===== src/sv/dap_pkg.sv =====
// dap_pkg: operation codes, combining-class codes and placement selects
// for the diacritic attach placer. No dependencies.
package dap_pkg;

    localparam logic [1:0] OP_START = 2'd0;
    localparam logic [1:0] OP_ADD   = 2'd1;
    localparam logic [1:0] OP_PLACE = 2'd2;

    localparam int          FONT_BITS         = 12;
    localparam int          GAP_BITS          = 9;
    localparam int          FONT_HEIGHT_RESET = 16;
    localparam int          GAP_DIVISOR       = 10;
    localparam int          GAP_RECIP         = 3277;
    localparam int          GAP_SHIFT         = 15;
    localparam int          GAP_PROD_BITS     = FONT_BITS + GAP_SHIFT;
    localparam logic [GAP_BITS-1:0] GAP_RESET = GAP_BITS'(FONT_HEIGHT_RESET / GAP_DIVISOR);

    localparam logic [7:0] CC_ATTB_LEFT       = 8'd200;
    localparam logic [7:0] CC_ATTB            = 8'd202;
    localparam logic [7:0] CC_ATTB_RIGHT      = 8'd204;
    localparam logic [7:0] CC_ATT_LEFT        = 8'd208;
    localparam logic [7:0] CC_ATT_RIGHT       = 8'd210;
    localparam logic [7:0] CC_ATTA_LEFT       = 8'd212;
    localparam logic [7:0] CC_ATTA            = 8'd214;
    localparam logic [7:0] CC_ATTA_RIGHT      = 8'd216;
    localparam logic [7:0] CC_BELOW_LEFT      = 8'd218;
    localparam logic [7:0] CC_BELOW           = 8'd220;
    localparam logic [7:0] CC_BELOW_RIGHT     = 8'd222;
    localparam logic [7:0] CC_LEFT            = 8'd224;
    localparam logic [7:0] CC_RIGHT           = 8'd226;
    localparam logic [7:0] CC_ABOVE_LEFT      = 8'd228;
    localparam logic [7:0] CC_ABOVE           = 8'd230;
    localparam logic [7:0] CC_ABOVE_RIGHT     = 8'd232;
    localparam logic [7:0] CC_FATHATAN        = 8'd27;
    localparam logic [7:0] CC_DAMMATAN        = 8'd28;
    localparam logic [7:0] CC_KASRATAN        = 8'd29;
    localparam logic [7:0] CC_FATHA           = 8'd30;
    localparam logic [7:0] CC_DAMMA           = 8'd31;
    localparam logic [7:0] CC_KASRA           = 8'd32;
    localparam logic [7:0] CC_SHADDA          = 8'd33;
    localparam logic [7:0] CC_SUKUN           = 8'd34;

    typedef enum logic [2:0] {
        V_KEEP,
        V_BELOW,
        V_ABOVE,
        V_BELOW_GAP,
        V_ABOVE_GAP
    } vsel_t;

    typedef enum logic [2:0] {
        H_LEFT,
        H_CENTER,
        H_RIGHT,
        H_LEFT_OF,
        H_RIGHT_OF,
        H_LEFT_OF_GAP,
        H_RIGHT_OF_GAP
    } hsel_t;

    typedef struct packed {
        vsel_t vsel;
        hsel_t hsel;
    } place_sel_t;

    function automatic place_sel_t class_decode(input logic [7:0] cc);
        place_sel_t sel;
        sel.vsel = V_KEEP;
        sel.hsel = H_CENTER;
        case (cc)
            CC_ATTB_LEFT:   begin sel.vsel = V_BELOW;     sel.hsel = H_LEFT;   end
            CC_ATTB:        begin sel.vsel = V_BELOW;     sel.hsel = H_CENTER; end
            CC_ATTB_RIGHT:  begin sel.vsel = V_BELOW;     sel.hsel = H_RIGHT;  end
            CC_ATT_LEFT:    begin sel.vsel = V_KEEP;      sel.hsel = H_LEFT_OF;  end
            CC_ATT_RIGHT:   begin sel.vsel = V_KEEP;      sel.hsel = H_RIGHT_OF; end
            CC_ATTA_LEFT:   begin sel.vsel = V_ABOVE;     sel.hsel = H_LEFT;   end
            CC_ATTA:        begin sel.vsel = V_ABOVE;     sel.hsel = H_CENTER; end
            CC_ATTA_RIGHT:  begin sel.vsel = V_ABOVE;     sel.hsel = H_RIGHT;  end
            CC_BELOW_LEFT:  begin sel.vsel = V_BELOW_GAP; sel.hsel = H_LEFT;   end
            CC_BELOW, CC_KASRATAN, CC_KASRA:
                            begin sel.vsel = V_BELOW_GAP; sel.hsel = H_CENTER; end
            CC_BELOW_RIGHT: begin sel.vsel = V_BELOW_GAP; sel.hsel = H_RIGHT;  end
            CC_LEFT:        begin sel.vsel = V_KEEP;      sel.hsel = H_LEFT_OF_GAP;  end
            CC_RIGHT:       begin sel.vsel = V_KEEP;      sel.hsel = H_RIGHT_OF_GAP; end
            CC_ABOVE_LEFT:  begin sel.vsel = V_ABOVE_GAP; sel.hsel = H_LEFT;   end
            CC_ABOVE, CC_FATHATAN, CC_DAMMATAN, CC_FATHA, CC_DAMMA, CC_SHADDA, CC_SUKUN:
                            begin sel.vsel = V_ABOVE_GAP; sel.hsel = H_CENTER; end
            CC_ABOVE_RIGHT: begin sel.vsel = V_ABOVE_GAP; sel.hsel = H_RIGHT;  end
            default:        begin sel.vsel = V_KEEP;      sel.hsel = H_CENTER; end
        endcase
        return sel;
    endfunction

endpackage


===== src/sv/diacritic_attach_placer_core.sv =====
// diacritic_attach_placer_core: base-box tracking and mark placement.
// Depends on dap_pkg.
//
//  channel  | handshake               | payload
//  ---------+-------------------------+---------------------------------------------
//  item in  | start, busy (always 0)  | operation, rect_*, combining_class
//  result   | done (one-cycle strobe) | placed_left/top/right/bottom
//  config   | cfg_wr_en               | cfg_wr_data (font height)
//
// One beat per cycle. A place beat gives its result on done through the
// input register, then placement adders and saturation into the result
// register. Start and add beats update the base box from the input
// register, so a following place sees them. Reset clears the base box and
// loads the default font height gap. Results cannot be stalled.
module diacritic_attach_placer_core #(
    parameter int COORD_BITS = 16
) (
    input  logic                          clk,
    input  logic                          rst_n,
    input  logic                          start,
    output logic                          busy,
    input  logic                          cfg_wr_en,
    input  logic [dap_pkg::FONT_BITS-1:0] cfg_wr_data,
    input  logic [1:0]                    operation,
    input  logic signed [COORD_BITS-1:0]  rect_left,
    input  logic signed [COORD_BITS-1:0]  rect_top,
    input  logic signed [COORD_BITS-1:0]  rect_right,
    input  logic signed [COORD_BITS-1:0]  rect_bottom,
    input  logic [7:0]                    combining_class,
    output logic                          done,
    output logic signed [COORD_BITS-1:0]  placed_left,
    output logic signed [COORD_BITS-1:0]  placed_top,
    output logic signed [COORD_BITS-1:0]  placed_right,
    output logic signed [COORD_BITS-1:0]  placed_bottom
);
    import dap_pkg::*;

    localparam int CW  = COORD_BITS;
    localparam int EXT = 4;
    localparam int XW  = CW + EXT;

    typedef logic signed [CW-1:0] coord_t;
    typedef logic signed [XW-1:0] wide_t;

    function automatic wide_t sx(input coord_t v);
        return {{EXT{v[CW-1]}}, v};
    endfunction

    function automatic coord_t sat(input wide_t v);
        logic [EXT:0] top;
        top = v[XW-1:CW-1];
        if (!v[XW-1] && (|top))
            return {1'b0, {(CW-1){1'b1}}};
        else if (v[XW-1] && !(&top))
            return {1'b1, {(CW-1){1'b0}}};
        else
            return v[CW-1:0];
    endfunction

    // config: gap = font_height / 10 by reciprocal multiply
    logic [GAP_BITS-1:0]      gap_reg;
    logic [GAP_PROD_BITS-1:0] gap_prod;

    assign gap_prod = GAP_PROD_BITS'(cfg_wr_data) * GAP_PROD_BITS'(GAP_RECIP);

    always_ff @(posedge clk or negedge rst_n)
    begin
        if (!rst_n)
        begin
            gap_reg <= GAP_RESET;
        end
        else if (cfg_wr_en)
        begin
            gap_reg <= gap_prod[GAP_SHIFT +: GAP_BITS];
        end
    end

    // input register
    logic        in_valid_reg;
    logic [1:0]  op_reg;
    coord_t      rl_reg, rt_reg, rr_reg, rb_reg;
    place_sel_t  sel_reg;
    logic        accept;

    assign busy   = 1'b0;
    assign accept = start && !busy;

    always_ff @(posedge clk or negedge rst_n)
    begin
        if (!rst_n)
        begin
            in_valid_reg <= 1'b0;
        end
        else
        begin
            in_valid_reg <= accept;
        end
    end

    always_ff @(posedge clk)
    begin
        if (accept)
        begin
            op_reg  <= operation;
            rl_reg  <= rect_left;
            rt_reg  <= rect_top;
            rr_reg  <= rect_right;
            rb_reg  <= rect_bottom;
            sel_reg <= class_decode(combining_class);
        end
    end

    // base box
    coord_t base_left_reg, base_top_reg, base_right_reg, base_bottom_reg;

    always_ff @(posedge clk or negedge rst_n)
    begin
        if (!rst_n)
        begin
            base_left_reg   <= '0;
            base_top_reg    <= '0;
            base_right_reg  <= '0;
            base_bottom_reg <= '0;
        end
        else if (in_valid_reg)
        begin
            case (op_reg)
                OP_START:
                begin
                    base_left_reg   <= rl_reg;
                    base_top_reg    <= rt_reg;
                    base_right_reg  <= rr_reg;
                    base_bottom_reg <= rb_reg;
                end
                OP_ADD:
                begin
                    if (rl_reg < base_left_reg)   base_left_reg   <= rl_reg;
                    if (rt_reg < base_top_reg)    base_top_reg    <= rt_reg;
                    if (rr_reg > base_right_reg)  base_right_reg  <= rr_reg;
                    if (rb_reg > base_bottom_reg) base_bottom_reg <= rb_reg;
                end
                default:
                begin
                end
            endcase
        end
    end

    // placement
    wide_t w, h, gap, bl, bt, br, bb;
    wide_t diff, diff_adj, center, right_al, above, l, t;

    always_comb
    begin
        w   = sx(rr_reg) - sx(rl_reg);
        h   = sx(rb_reg) - sx(rt_reg);
        gap = {{(XW-GAP_BITS){1'b0}}, gap_reg};
        bl  = sx(base_left_reg);
        bt  = sx(base_top_reg);
        br  = sx(base_right_reg);
        bb  = sx(base_bottom_reg);

        // halve toward zero
        diff     = (br - bl) - w;
        diff_adj = diff + {{(XW-1){1'b0}}, diff[XW-1]};
        center   = bl + (diff_adj >>> 1);
        right_al = br - w;
        above    = bt - h;

        case (sel_reg.hsel)
            H_LEFT:         l = bl;
            H_CENTER:       l = center;
            H_RIGHT:        l = right_al;
            H_LEFT_OF:      l = bl - w;
            H_RIGHT_OF:     l = br;
            H_LEFT_OF_GAP:  l = bl - w - wide_t'(1);
            H_RIGHT_OF_GAP: l = br + wide_t'(1);
            default:        l = center;
        endcase

        case (sel_reg.vsel)
            V_KEEP:      t = sx(rt_reg);
            V_BELOW:     t = bb;
            V_ABOVE:     t = above;
            V_BELOW_GAP: t = bb + gap;
            V_ABOVE_GAP: t = above - gap;
            default:     t = sx(rt_reg);
        endcase
    end

    // result register
    logic   done_reg;
    coord_t pl_reg, pt_reg, pr_reg, pb_reg;

    always_ff @(posedge clk or negedge rst_n)
    begin
        if (!rst_n)
        begin
            done_reg <= 1'b0;
        end
        else
        begin
            done_reg <= in_valid_reg && (op_reg == OP_PLACE);
        end
    end

    always_ff @(posedge clk)
    begin
        if (in_valid_reg && (op_reg == OP_PLACE))
        begin
            pl_reg <= sat(l);
            pt_reg <= sat(t);
            pr_reg <= sat(l + w);
            pb_reg <= sat(t + h);
        end
    end

    assign done          = done_reg;
    assign placed_left   = pl_reg;
    assign placed_top    = pt_reg;
    assign placed_right  = pr_reg;
    assign placed_bottom = pb_reg;

endmodule


===== config.mk =====
export PLATFORM = sky130hd
export DESIGN_NAME = diacritic_attach_placer_core
export DESIGN_NICKNAME = d
export VERILOG_FILES = /design/src/sv/dap_pkg.sv /design/src/sv/diacritic_attach_placer_core.sv
export SDC_FILE = /design/constraint.sdc
export NUM_CORES = 1
export LEC_CHECK = 0
export BUFFER_PORTS_ARGS = -buffer_cell sky130_fd_sc_hd__buf_4
export CAP_MARGIN = 20
export CORE_MARGIN = 8
export CORE_UTILIZATION = 55
export CTS_BUF_LIST = sky130_fd_sc_hd__clkbuf_16
export DETAILED_ROUTE_END_ITERATION = 8
export GPL_ROUTABILITY_DRIVEN = 0
export HOLD_SLACK_MARGIN = 0.02
export PLACE_DENSITY = 0.81
export SLEW_MARGIN = 20
export SYNTH_ARGS = -nofsm -noshare
export SYNTH_HDL_FRONTEND = slang
export SYNTH_SLANG_ARGS = --single-unit

===== constraint.sdc =====
create_clock -name clk -period 13.78 [get_ports clk]
set_clock_uncertainty 0.2 [all_clocks]
set_input_delay 0 -clock clk [delete_from_list [all_inputs] [get_ports clk]]
set_output_delay 0 -clock clk [all_outputs]
set_load 0.005 [all_outputs]

==> results.sh, run 1 <==
export IMPL_maxCapViolCount=0
export IMPL_setup_viol=0
export IMPL_crit_required_ns=13.84
export IMPL_ioPinCount=156
export IMPL_cts_root_buffer="clkbuf_16"
export IMPL_synth_compound_area_share_pct=21.45
export IMPL_fmax_mhz=84.37
export IMPL_slowest_stage="o21ai_1"
export IMPL_antenna_found_initial=7
export IMPL_post_cts_repair_setup_buffers=0
export IMPL_min_path_type="input pin to flop"
export IMPL_rows=77
export IMPL_async_reset_ff_share_pct=35.55
export IMPL_hold_violations=0
export IMPL_slowest_delay_ns=0.74
export IMPL_startpoint="rr_reg[0]$_DFFE_PP_"
export IMPL_grt_pass1_wl_um=117100
export IMPL_drive_gt1_share_pct=9.676
export IMPL_fillers=3467
export IMPL_synth_edf_count=136
export IMPL_crit_end="placed_right[14]$_SDFFCE_PP1P_"
export IMPL_post_cts_resized=0
export IMPL_multi_input_area_um2=16800
export IMPL_slew_headroom_pct=29.86
export IMPL_synthTopCellsByArea="ha_1 (18%), edfxtp_1 (17%), dfrtp_1 (7.6%)"
export IMPL_cp_arrival_ns=11.92
export IMPL_synth_most_common_cell="ha_1"
export IMPL_slew_viol_final=0
export IMPL_cts_buffer_depth=3
export IMPL_wire_per_inst_um=20.09
export IMPL_drt_first_pass_iters=9
export IMPL_rsz0062_at_grt="false"
export IMPL_clk_latency_ns=0.59
export IMPL_die_x_um=226.4
export IMPL_register_area_um2=5962
export IMPL_worstSetupPathDepth=47
export IMPL_postRouteAntennaNets=0
export IMPL_path_buf_inv=3
export IMPL_crit_family="compound AO/OA/AOI/OAI gates"
export IMPL_netlist_area_leader_share_pct=17.57
export IMPL_ctsHtreeMaxLevel=1
export IMPL_critPathMaxFanout=15
export IMPL_route_detailed_drc=0
export IMPL_ys_seq_area_share_pct=24.48
export IMPL_cpMostUsedCell="a21oi_1"
export IMPL_synth_avg_cell_area_um2=8.635
export IMPL_cts_tree="done"
export IMPL_coreArea_um2=43930
export IMPL_r2r_end="placed_right[14]$_SDFFCE_PP1P_"
export IMPL_synth_xor_area_share_pct=6.711
export IMPL_synth_seq_cells=211
export IMPL_synthCells=2820
export IMPL_start_util_pct=55.43
export IMPL_totalWireLength_um=74100
export IMPL_io_buffers=154
export IMPL_cts_hold_buf=149
export IMPL_synth_area_um2=24350
export IMPL_r2r_start="rr_reg[0]$_DFFE_PP_"
export IMPL_vias_per_cell=6.250
export IMPL_synth_simple_area_share_pct=15.49
export IMPL_syn_to_final_growth_pct=16.28
export IMPL_drtIter0Drc=2517
export IMPL_worst_pin_slew_ns=1.044
export IMPL_synthAdderAreaFrac_pct=22.83
export IMPL_rr_worst_depth=47
export IMPL_synth_top_family_by_area="adder cells"
export IMPL_period_share_pct=86.01
export IMPL_path_clk_slew_ns=0.07
export IMPL_endpoint_kind="flop"
export IMPL_start_kind="flop"
export IMPL_synth_warnings=0
export IMPL_grt_max_degree=74
export IMPL_reg2reg_slack_ns=1.93
export IMPL_synth_common_cells="ha_1 (342), inv_1 (326), nor2_1 (227)"
export IMPL_dr_total_vias=23056
export IMPL_cts_sinks=211
export IMPL_fin_nets=3568
export IMPL_status="finished, final reports clean"
export IMPL_yosysTopAreaCell="ha_1"
export IMPL_synth_ff_type="edfxtp_1"
export IMPL_grtUsageTotal_pct=28.12
export IMPL_numCtsBuffers=24
export IMPL_period_minus_slack_ns=11.85
export IMPL_grt_overflow_total=0
export IMPL_crit_type="flop to flop"
export IMPL_setup_tns_ns=0
export IMPL_synth_mux_area_share_pct=2.415
export IMPL_dp_hpwl_um=56730
export IMPL_first_global_vias=22657
export IMPL_die_h_um=226.4
export IMPL_die_area_um2=51260
export IMPL_syn_num_nets=3316
export IMPL_yosysUniqueCellTypes=97
-- per-stage QoR --
step           area (um2)  setup slack, ns  utilization (%)  cells  hold WS [ns]
5_1_grt             28310            1.067            64.45   3688       0.07765
6_report            28320            1.927            64.45   3689       0.05582
3_5_place_dp        26000            2.319            59.18   3489       -0.2613
4_1_cts             28300            2.259            64.41   3682       0.03596
2_1_floorplan       24350            3.953                -   2820       -0.4956
3_3_place_gp        25990            2.791            59.16   3488       -0.2599
-- worst register-to-register path: cells and delay by family, from the launching register on --
kind	cells	cell delay [ns]
fa+ha+maj	7	2.31
compound gates	23	5.58
simple gates	9	1.93
buf+inv	3	0.24
xor+xnor	4	0.66
mux	1	0.28
flops	1	0.36
-- cells by family (layout without fill, tap and decap cells) --
group           after synthesis  after routing
compound gates              779            779
xor+xnor                    185            185
fa+ha+maj                   406            406
buf+inv                     420            690
flops                       211            211
mux                          52             52
other cells                   1              8
simple gates                766            766
-- layout make-up --
cell class | instances | share of cell area [%]
multi-input combinational | 2189 | 59.33
inverter | 328 | 4.348
tap | 592 | 2.616
clock inverter | 20 | 0.6893
sequential | 211 | 21.06
clock buffer | 24 | 2.121
antenna | 7 | 0.06186
timing repair buffer | 318 | 9.783
-- routing by layer --
layer	wire length (um)	vias up	track usage (%)
met1	29960	10842	36.86
met3	8582	211	6.893
li1	-	10691	-
met2	33210	1310	45.26
met5	16	-	0
met4	2323	2	9.061
-- how the worst min path moves through the flow --
| stage | start | to | slack, ns | cells after the start |
|---|---|---|---|---|
| 2_1_floorplan | rst_n | base_bottom_reg[0]$_DFFE_PN0P_ | -0.50 | 0 |
| 3_3_place_gp | rst_n | base_bottom_reg[13]$_DFFE_PN0P_ | -0.26 | 1 |
| 3_5_place_dp | rst_n | base_bottom_reg[13]$_DFFE_PN0P_ | -0.26 | 1 |
| 4_1_cts | combining_class[6] | sel_reg[4]$_DFFE_PP_ | 0.04 | 5 |
| 5_1_grt | combining_class[6] | sel_reg[4]$_DFFE_PP_ | 0.08 | 5 |
| 6_report | cfg_wr_en | gap_reg[0]$_DFFE_PN1P_ | 0.06 | 3 |
-- cells in the final DEF, fill, tap and decap left out, types with 52 or more instances in the layout --
cell / synthesis / final
nand3_1: 86 / 86
ha_1: 342 / 342
a31oi_1: 58 / 58
a21oi_1: 172 / 172
dfrtp_1: 74 / 74
a21o_1: 70 / 70
buf_4: 2 / 169
nor3_1: 60 / 60
xor2_1: 62 / 62
nand4_1: 52 / 52
nor2_1: 227 / 227
o21ai_0: 156 / 156
inv_1: 326 / 328
xnor2_1: 122 / 122
nand2_1: 150 / 150
dlygate4sd3_1: 0 / 148
fa_1: 64 / 64
edfxtp_1: 136 / 136
Power of run 1 is left out: the tool's default activity adds up to more than one toggle a clock period on the data nets, which glitch-free logic cannot reach.
==> run 2, diff against run 1 <==
CELL_PAD_IN_SITES_DETAIL_PLACEMENT = 2   (was default)
CELL_PAD_IN_SITES_GLOBAL_PLACEMENT = 2   (was default)
CORE_UTILIZATION = 39   (was 55)
PLACE_DENSITY = 0.9   (was 0.81)
==> results.sh, run 2 (synthesized netlist as in run 1, its figures left out) <==
export IMPL_vias_per_cell=6.333
export IMPL_first_global_vias=28569
export IMPL_grtUsageTotal_pct=31.91
export IMPL_maxCapViolCount=0
export IMPL_die_area_um2=70690
export IMPL_dr_total_vias=24946
export IMPL_slew_headroom_pct=24.17
export IMPL_setup_tns_ns=0
export IMPL_grt_pass1_wl_um=177600
export IMPL_layout_commonest_cell="ha_1"
export IMPL_slew_viol_final=0
export IMPL_dp_hpwl_um=78880
export IMPL_postRouteAntennaNets=0
export IMPL_drive_gt1_share_pct=9.832
export IMPL_antenna_found_initial=0
export IMPL_syn_to_final_growth_pct=18.10
export IMPL_crit_family="compound AO/OA/AOI/OAI gates"
export IMPL_setup_viol=0
export IMPL_endpoint_kind="flop"
export IMPL_slowest_delay_ns=0.92
export IMPL_status="finished, final reports clean"
export IMPL_fmax_mhz=78.73
export IMPL_min_path_type="input pin to flop"
export IMPL_rows=91
export IMPL_worst_pin_slew_ns=1.109
export IMPL_route_detailed_drc=0
export IMPL_die_h_um=265.9
export IMPL_coreArea_um2=61710
export IMPL_start_kind="flop"
export IMPL_numCtsBuffers=27
export IMPL_place_ws_ns=1.366
export IMPL_die_x_um=265.9
export IMPL_final_util_pct=46.60
export IMPL_grt_max_degree=74
export IMPL_io_buffers=154
export IMPL_final_cell_mix="ha_1 (342), inv_1 (332), nor2_1 (227)"
export IMPL_period_share_pct=92.17
export IMPL_wire_per_inst_um=29.58
export IMPL_period_minus_slack_ns=12.70
export IMPL_crit_type="flop to flop"
export IMPL_fin_nets=3577
export IMPL_cts_root_buffer="clkbuf_16"
export IMPL_hold_violations=0
export IMPL_antenna_cells=0
export IMPL_final_cell_area_um2=28760
export IMPL_drt_first_pass_iters=5
export IMPL_path_clk_slew_ns=0.07
export IMPL_slowest_stage="nor4_1"
export IMPL_ctsHtreeMaxLevel=1
export IMPL_totalWireLength_um=116500
export IMPL_clk_latency_ns=0.62
export IMPL_ioPinCount=156
export IMPL_worst_slack_ns=1.079
export IMPL_path_buf_inv=3
export IMPL_critPathMaxFanout=15
export IMPL_cts_tree="done"
export IMPL_rsz0062_at_grt="false"
export IMPL_crit_required_ns=13.88
export IMPL_cp_arrival_ns=12.80
export IMPL_cts_buffer_depth=3
export IMPL_start_util_pct=39.46
export IMPL_post_cts_repair_setup_buffers=0
export IMPL_cpMostUsedCell="a21oi_1"
export IMPL_grt_overflow_total=0
export IMPL_placed_cell_area_um2=26320
export IMPL_cts_sinks=211
export IMPL_drtIter0Drc=1707
-- run 2: cell types whose count changed in the layout (fill, tap and decap cells not counted), moves of 2 or more --
cell           delta
clkinvlp_4        -2
buf_4             +2
clkinv_2          +3
dlygate4sd3_1     +2
inv_1             +4
diode_2           -7
clkbuf_16         +3
clkinv_4          -2
-- run 2: stage by stage --
step,hold WS [ns],cells
floorplan,-0.4956,2820
global placement,-0.2702,3737
detailed placement,-0.2631,3737
CTS,0.02192,3938
global route,0.09950,3939
finish,0.1078,3939
-- run 2: final cells by class --
cell class | count | area [um2]
clock inverter | 23 | 209.0
clock buffer | 27 | 675.6
inverter | 328 | 1231
tap | 837 | 1047
multi-input combinational | 2189 | 16800
timing repair buffer | 324 | 2829
fill | 6744 | 32950
sequential | 211 | 5962
-- run 2: path summary, 6_finish.rpt --
path,start,end,slack (ns),cells past startpoint
setup / recovery,rr_reg[0]$_DFFE_PP_,placed_right[9]$_SDFFCE_PP1P_,1.08,47
hold / removal,cfg_wr_en,gap_reg[0]$_DFFE_PN1P_,0.11,3
setup reg to reg,rr_reg[0]$_DFFE_PP_,placed_right[9]$_SDFFCE_PP1P_,1.08,47
hold reg to reg,gap_reg[0]$_DFFE_PN1P_,gap_reg[0]$_DFFE_PN1P_,0.34,2
max in group asynchronous,rst_n,base_right_reg[15]$_DFFE_PN0P_,12.28,4
min in group asynchronous,rst_n,gap_reg[4]$_DFFE_PN0P_,0.39,4
-- run 2: worst reg2reg max path: cells and delay by family (launching register included) --
| family | cells | cell delay (ns) |
|---|---|---|
| compound gates | 23 | 5.70 |
| fa+ha+maj | 7 | 2.39 |
| simple gates | 9 | 2.38 |
| xor+xnor | 4 | 0.73 |
| flops | 1 | 0.39 |
| buf+inv | 3 | 0.32 |
| mux | 1 | 0.29 |
-- run 2: repair_timing --
action | in CTS | in global routing
resized for setup | 0 | 0
hold buffers | 151 | 0
endpoints found under the hold margin | 224 | 0
-- run 2: per-layer routing --
metal / track usage [%] / share of wire (%) / vias up
li1: - / - / 10688
met1: 35.18 / 38 / 12624
met2: 57.50 / 50 / 1153
met3: 5.564 / 6.0 / 481
met4: 18.13 / 6.4 / 0
met5: 0 / 0 / -
Power of run 2 is left out for the same reason.
